$ cat config.mk
export PLATFORM = sky130hd
export DESIGN_NAME = multi_channel_virtual_rate_divider
export DESIGN_NICKNAME = d
export VERILOG_FILES = /design/src/rtl/mcvrd_pkg.sv /design/src/rtl/multi_channel_virtual_rate_divider.sv /design/src/rtl/mcvrd_decode.sv /design/src/rtl/mcvrd_channel.sv
export VERILOG_INCLUDE_DIRS = /design/src /design/src/rtl
export SDC_FILE = /design/constraint.sdc
export NUM_CORES = 1
export LEC_CHECK = 0
export ABC_CLOCK_PERIOD_IN_PS = 3350
export BUFFER_PORTS_ARGS = -buffer_cell sky130_fd_sc_hd__buf_2
export CAP_MARGIN = 10
export CORE_AREA = 2 2 104 106
export CTS_BUF_LIST = sky130_fd_sc_hd__clkbuf_16
export CTS_CLUSTER_SIZE = 28
export DETAILED_ROUTE_END_ITERATION = 16
export DIE_AREA = 0 0 106 108
export GPL_ROUTABILITY_DRIVEN = 0
export MAX_ROUTING_LAYER = met4
export PLACE_DENSITY = 0.8
export REMOVE_ABC_BUFFERS = 1
export SETUP_SLACK_MARGIN = 0.4
export SYNTH_ARGS = -nofsm -noshare
export SYNTH_HDL_FRONTEND = slang
export SYNTH_SLANG_ARGS = --single-unit
export TNS_END_PERCENT = 30
$ cat constraint.sdc
create_clock -name clk -period 3.35 [get_ports clk]
set_input_delay 0.335 -clock clk [delete_from_list [all_inputs] [get_ports clk]]
set_output_delay 0.335 -clock clk [all_outputs]
set_load 0.01 [all_outputs]
$ cat src/rtl/multi_channel_virtual_rate_divider_assert.svh
// assertion macros for the rate divider rtl
`ifndef MULTI_CHANNEL_VIRTUAL_RATE_DIVIDER_ASSERT_SVH
`define MULTI_CHANNEL_VIRTUAL_RATE_DIVIDER_ASSERT_SVH

// same-cycle implication, sampled on clk, off during rst
`define MCVRD_ASSERT_NOW(label, ante, cons) \
  label: assert property (@(posedge clk) disable iff (rst) (ante) |-> (cons)) \
    else $error("mcvrd same-cycle check failed");

// next-cycle implication, sampled on clk, off during rst
`define MCVRD_ASSERT_NEXT(label, ante, cons) \
  label: assert property (@(posedge clk) disable iff (rst) (ante) |=> (cons)) \
    else $error("mcvrd next-cycle check failed");

`endif

$ cat src/rtl/mcvrd_pkg.sv
// types and constants of the multi-channel rate divider
package mcvrd_pkg;

  localparam logic [1:0] KIND_TICK = 2'd0;
  localparam logic [1:0] KIND_OPEN = 2'd1;
  localparam logic [1:0] KIND_SET  = 2'd2;
  localparam logic [1:0] KIND_ARM  = 2'd3;

  localparam logic [7:0] ARG_BYTES = 8'd4;
  localparam int         MASK_W    = 3;
  localparam int         RATE_W    = 16;
  localparam int         SHIFT_W   = 4;

  localparam logic STATUS_OK     = 1'b0;
  localparam logic STATUS_REJECT = 1'b1;

  typedef struct packed {
    logic [1:0]        kind;
    logic [1:0]        channel;
    logic [RATE_W-1:0] rate_value;
    logic [7:0]        byte_count;
  } req_t;

  typedef struct packed {
    logic              status;
    logic [MASK_W-1:0] fired_mask;
    logic [MASK_W-1:0] waiting_mask;
  } rsp_t;

  // decoded action for one item
  typedef struct packed {
    logic       tick;
    logic       load;
    logic       arm;
    logic [1:0] channel;
    logic       status;
  } cmd_t;

endpackage

$ cat src/rtl/multi_channel_virtual_rate_divider.sv
// path: request beat into the input register, then the result register, then response valid
// throughput: one item per cycle unless stalled; input stage refills in the cycle it drains
// a stalled response register holds the input stage, which then drops ready
// reset clears all valid bits and waiting flags and loads every counter and
// reload value with BASE_RATE / DEFAULT_RATE (at least one)
module multi_channel_virtual_rate_divider import mcvrd_pkg::*; #(
  parameter int CHANNELS     = 3,
  parameter int BASE_RATE    = 1024,
  parameter int DEFAULT_RATE = 2
) (
  input  logic clk,
  input  logic rst,
  input  logic req_valid,
  output logic req_ready,
  input  req_t req,
  output logic rsp_valid,
  input  logic rsp_ready,
  output rsp_t rsp
);

  `include "multi_channel_virtual_rate_divider_assert.svh"

  localparam int CNT_W      = $clog2(BASE_RATE + 1);
  localparam int DEF_PERIOD = (BASE_RATE / DEFAULT_RATE < 1) ? 1 : BASE_RATE / DEFAULT_RATE;

  logic             pipe_valid;
  req_t             pipe_item;
  logic             advance;
  cmd_t             cmd;
  logic [CNT_W-1:0] period;
  logic [CHANNELS-1:0] fired;
  logic [CHANNELS-1:0] waiting_next;
  rsp_t             rsp_next;

  assign advance   = pipe_valid && (!rsp_valid || rsp_ready);
  assign req_ready = !pipe_valid || advance;

  always_ff @(posedge clk) begin
    if (rst) begin
      pipe_valid <= 1'b0;
    end else if (req_ready) begin
      pipe_valid <= req_valid;
    end
  end

  always_ff @(posedge clk) begin
    if (req_valid && req_ready) begin
      pipe_item <= req;
    end
  end

  mcvrd_decode #(
    .CHANNELS   (CHANNELS),
    .BASE_RATE  (BASE_RATE),
    .CNT_W      (CNT_W),
    .DEF_PERIOD (DEF_PERIOD)
  ) u_decode (
    .item   (pipe_item),
    .cmd    (cmd),
    .period (period)
  );

  for (genvar c = 0; c < CHANNELS; c++) begin : g_chan
    mcvrd_channel #(
      .IDX        (c),
      .CNT_W      (CNT_W),
      .DEF_PERIOD (DEF_PERIOD)
    ) u_chan (
      .clk          (clk),
      .rst          (rst),
      .en           (advance),
      .cmd          (cmd),
      .period       (period),
      .fired        (fired[c]),
      .waiting_next (waiting_next[c])
    );
  end

  // only the low channels fit in the masks
  always_comb begin
    rsp_next        = '0;
    rsp_next.status = cmd.status;
    for (int c = 0; c < MASK_W; c++) begin
      if (c < CHANNELS) begin
        rsp_next.fired_mask[c]   = fired[c];
        rsp_next.waiting_mask[c] = waiting_next[c];
      end
    end
  end

  always_ff @(posedge clk) begin
    if (rst) begin
      rsp_valid <= 1'b0;
    end else if (advance) begin
      rsp_valid <= 1'b1;
    end else if (rsp_ready) begin
      rsp_valid <= 1'b0;
    end
  end

  always_ff @(posedge clk) begin
    if (advance) begin
      rsp <= rsp_next;
    end
  end

  `MCVRD_ASSERT_NOW(a_reject_no_fire, rsp_valid && rsp.status, rsp.fired_mask == '0)
  `MCVRD_ASSERT_NEXT(a_beat_fills_stage, req_valid && req_ready, pipe_valid)
  `MCVRD_ASSERT_NEXT(a_stage_holds, pipe_valid && !advance, pipe_valid && $stable(pipe_item))
  `MCVRD_ASSERT_NEXT(a_advance_gives_rsp, advance, rsp_valid)

endmodule

$ cat src/rtl/mcvrd_decode.sv
// item decode: argument checks and period computation
module mcvrd_decode import mcvrd_pkg::*; #(
  parameter int CHANNELS   = 3,
  parameter int BASE_RATE  = 1024,
  parameter int CNT_W      = 11,
  parameter int DEF_PERIOD = 512
) (
  input  req_t             item,
  output cmd_t             cmd,
  output logic [CNT_W-1:0] period
);

  localparam logic [CNT_W-1:0]  BASE_V = CNT_W'(BASE_RATE);
  localparam logic [CNT_W-1:0]  DEF_V  = CNT_W'(DEF_PERIOD);
  localparam logic [RATE_W:0]   BASE_W = (RATE_W+1)'(BASE_RATE);

  logic               chan_ok;
  logic               rate_ok;
  logic [SHIFT_W-1:0] shift;
  logic [CNT_W-1:0]   shifted;
  logic [CNT_W-1:0]   set_period;

  // rate is a power of two once checked, so the divide is a shift
  always_comb begin
    shift = '0;
    for (int i = 0; i < RATE_W; i++) begin
      if (item.rate_value[i]) begin
        shift = shift | SHIFT_W'(i);
      end
    end
  end

  assign shifted    = BASE_V >> shift;
  assign set_period = (shifted == '0) ? CNT_W'(1) : shifted;

  assign chan_ok = (int'(item.channel) < CHANNELS);
  assign rate_ok = (item.byte_count == ARG_BYTES) && (item.rate_value != '0) &&
                   ((item.rate_value & (item.rate_value - RATE_W'(1))) == '0) &&
                   ({1'b0, item.rate_value} <= BASE_W);

  always_comb begin
    cmd         = '0;
    cmd.channel = item.channel;
    period      = DEF_V;
    unique case (item.kind)
      KIND_TICK: begin
        cmd.tick = 1'b1;
      end
      KIND_OPEN: begin
        cmd.load   = chan_ok;
        cmd.status = chan_ok ? STATUS_OK : STATUS_REJECT;
      end
      KIND_SET: begin
        cmd.load   = chan_ok && rate_ok;
        cmd.status = (chan_ok && rate_ok) ? STATUS_OK : STATUS_REJECT;
        period     = set_period;
      end
      KIND_ARM: begin
        cmd.arm    = chan_ok;
        cmd.status = chan_ok ? STATUS_OK : STATUS_REJECT;
      end
      default: begin
        cmd.status = STATUS_REJECT;
      end
    endcase
  end

endmodule

$ cat src/rtl/mcvrd_channel.sv
// one virtual timer: down counter, reload value and waiting flag
module mcvrd_channel import mcvrd_pkg::*; #(
  parameter int IDX        = 0,
  parameter int CNT_W      = 11,
  parameter int DEF_PERIOD = 512
) (
  input  logic             clk,
  input  logic             rst,
  input  logic             en,
  input  cmd_t             cmd,
  input  logic [CNT_W-1:0] period,
  output logic             fired,
  output logic             waiting_next
);

  localparam logic [CNT_W-1:0] DEF_V = CNT_W'(DEF_PERIOD);

  logic [CNT_W-1:0] counter;
  logic [CNT_W-1:0] counter_next;
  logic [CNT_W-1:0] reload;
  logic [CNT_W-1:0] reload_next;
  logic             waiting;
  logic             hit;

  assign hit   = (int'(cmd.channel) == IDX);
  assign fired = cmd.tick && (counter <= CNT_W'(1));

  always_comb begin
    counter_next = counter;
    reload_next  = reload;
    waiting_next = waiting;
    if (cmd.tick) begin
      if (fired) begin
        counter_next = reload;
        waiting_next = 1'b0;
      end else begin
        counter_next = counter - CNT_W'(1);
      end
    end else if (hit && cmd.load) begin
      reload_next  = period;
      counter_next = period;
    end else if (hit && cmd.arm) begin
      waiting_next = 1'b1;
    end
  end

  always_ff @(posedge clk) begin
    if (rst) begin
      counter <= DEF_V;
      reload  <= DEF_V;
      waiting <= 1'b0;
    end else if (en) begin
      counter <= counter_next;
      reload  <= reload_next;
      waiting <= waiting_next;
    end
  end

endmodule

==> flow_summary.toml <==
[floorplanning]
ios = 41
die_x_um = 106
row_count = 37
initial_core_util_pct = 58.8
die_area_mm2 = 0.0114
core_mm2 = 0.0102
die_y_um = 108

[cts]
cts_root_buf = "clkbuf_16"
clk_path_buf_depth = 2
cts_tree = "done"
clkTransAtPathRegs_ns = 0.07
cts_buffers = 9
worstSkewPairLatency_ns = 0.36
htree_num_levels = 3
clock_sinks = 106
hold_buffers = 0

[logic_synthesis]
yosys_register_bits = 106
async_reset_ff_share_pct = 0
syn_inst = 612
yosys.area_share.adder_pct = 2.29
syn_area_mm2 = 0.00602
ys_types = 64
yosysSeqAreaShare_pct = 41.1
synth.area.top_cells = "dfxtp_1 24%, edfxtp_1 17%, mux2i_1 8.6%"
synthFlopType = "dfxtp_1"
netlist.area_leader.share_pct = 23.6
ys_warn_count = 0
synth_top_family_by_area = "simple AND/OR/NAND/NOR gates"
synth-edff-count = 35
synth_mux_area_share_pct = 12.2
syn_avg_cell_area_um2 = 9.83
synth-simple-area-share_pct = 22.9
synth_compound_area_share_pct = 14.1
synth_top_area_cell = "dfxtp_1"
synth_xor_area_share_pct = 3.35

[routing]
drc_errors = 0
drt_wl_total_mm = 14.5
first_pass_iters = 5
vias_per_cell = 6.18
drt_iter0_drc = 492
ant_nets = 0
vias = 4895
wl_per_cell_um = 18.3

[global_route]
grt_pass1_wl_mm = 24.0
antenna_found_initial = 0
grt_usage_pct = 27.5
use_met2_pct = 45.4
use_met3_pct = 4.52
grt_pass1_vias = 4815
grt_overflow = 0
grt_busiest_layer = "met2"
grt_max_degree = 79
grt_util_met1_pct = 34.2

[power]
p_leak_nw = 2.54
p_total_mw = 2.73
powerDensity_mw_per_mm2 = 408
vdd_ir_drop_max_uv = 383

[timing]
max_freq_mhz = 346
finalSetupViolCount = 0
fin_tns_setup_ns = 0
fin_crit_ns = 2.89
skew_ns = 0.0118
worst_slew_pin_slew_ns = 1.13
hold_slack_ns = 0.154
maxSlewViolCount = 0
hold_violations = 0
worst_slack_ns = 0.458
post-route-period-util_pct = 86.3
relSlewSlack_pct = 24.7
grt_setup_unrepaired = "true"

[setup_path]
startpoint_type = "flop"
slowest_stage = "nor4_1"
crit_path_max_fanout = 8
critPathMaxStageDelay_ns = 0.72
cp.required_ns = 3.63
arrival_ns = 3.17
path_common_cell = "nor4_1"
path_cells = "nor4_1, nand4_1, nor4_1, buf_4, o21bai_1, mux2i_1"
critPathCaptureType = "flop"
path_class = "reg -> reg"
crit_buf_inv = 1
crit_family = "simple AND/OR/NAND/NOR gates"

[placement]
dp_hpwl_mm = 10.1
port_buffers = 40
preCtsSetupSlack_ns = 0.443
dpl-instance-area_mm2 = 0.00636

[worst_hold_path]
min_path_type = "in -> reg"

[layout]
drive_above_1_share_pct = 18.1
area_growth_pct = 11.2
nNetsFinal = 694
final_common_cell = "dfxtp_1"
diodes = 0
final_area_mm2 = 0.00669
final_cell_mix = "71 x dfxtp_1, 52 x mux2i_1, 45 x nor2_1"

[flow_run]
drv_cap = 0

[run_status]
status = "complete, no violations"
[sequential cells by signal, indices dropped and copies added (netlist names)]
register / cells
pipe_item: 28
g_chan.u_chan.reload: 33
rsp: 7
g_chan.u_chan.counter: 33
rsp_valid: 1
g_chan.u_chan.waiting: 3
pipe_valid: 1
[per-layer routing]
metal / share of wire, % / wire (um) / vias up
met5: 0 / 0 / -
met4: 4.1 / 596 / 0
met3: 6.6 / 951 / 59
met2: 47 / 6820 / 212
met1: 42 / 6110 / 2306
li1: - / - / 2318
[worst reg2reg max path, stage by stage, from the launching register on]
cell and delay, ns:
edfxtp_1 0.52, nor4_1 0.69, nand4_1 0.41, nor4_1 0.72, buf_4 0.27, o21bai_1 0.09, mux2i_1 0.12
[metrics by stage]
step	cells	utilization [%]
after floorplan	579	-
after global placement	774	62.2
after detailed placement	774	62.2
after CTS	790	65.1
after global routing	792	65.4
final	792	65.4
[path summary, 6_finish.rpt]
path	from	endpoint	slack, ns	cells past startpoint
max reg2reg	pipe_item[15]	g_chan[2].u_chan.counter[2]	0.46	6
min reg2reg	g_chan[1].u_chan.waiting	g_chan[1].u_chan.waiting	0.49	2
min	req[7]	pipe_item[7]	0.15	1
max	pipe_item[15]	g_chan[2].u_chan.counter[2]	0.46	6
[power by group]
part           internal, mW  switching (mW)  total, mW
Clock                 0.559           0.514       1.07
Combinational         0.113           0.154      0.267
Sequential             1.36          0.0315       1.39
Total                  2.03           0.699       2.73
[synthesized netlist by cell type, types with 16 or more instances]
library cell	number
nand2_1	20
dfxtp_1	71
inv_1	17
nor2_1	45
or2b_1	17
xnor2_1	16
edfxtp_1	35
a21oi_1	23
mux2i_1	52
nand3_1	20
o21ai_0	18
clkbuf_1	20
nand2b_1	26
nor3_1	31
[repair_timing]
item                                    CTS  global route
gates resized for setup                   0             4
setup buffers                             0             2
endpoints found under the setup margin    0            42
[cell type report]
cell class,count,area [um^2]
multi-input cells,456,3310
well taps,136,170
clock inverters,7,72.6
flip-flops and latches,106,2470
inverters,17,63.8
repair buffers,61,382
clock buffers,9,225
fillers,798,3540
[logic make-up after synthesis]
family | Yosys count
AOI/OAI and AO/OA | 112
xor gates and xnor gates | 23
adders and majority gates | 11
buffers and inverters | 50
DFF | 106
muxes | 71
and+or+nand+nor | 239
Note: power is estimated with default switching activity, not from simulation.
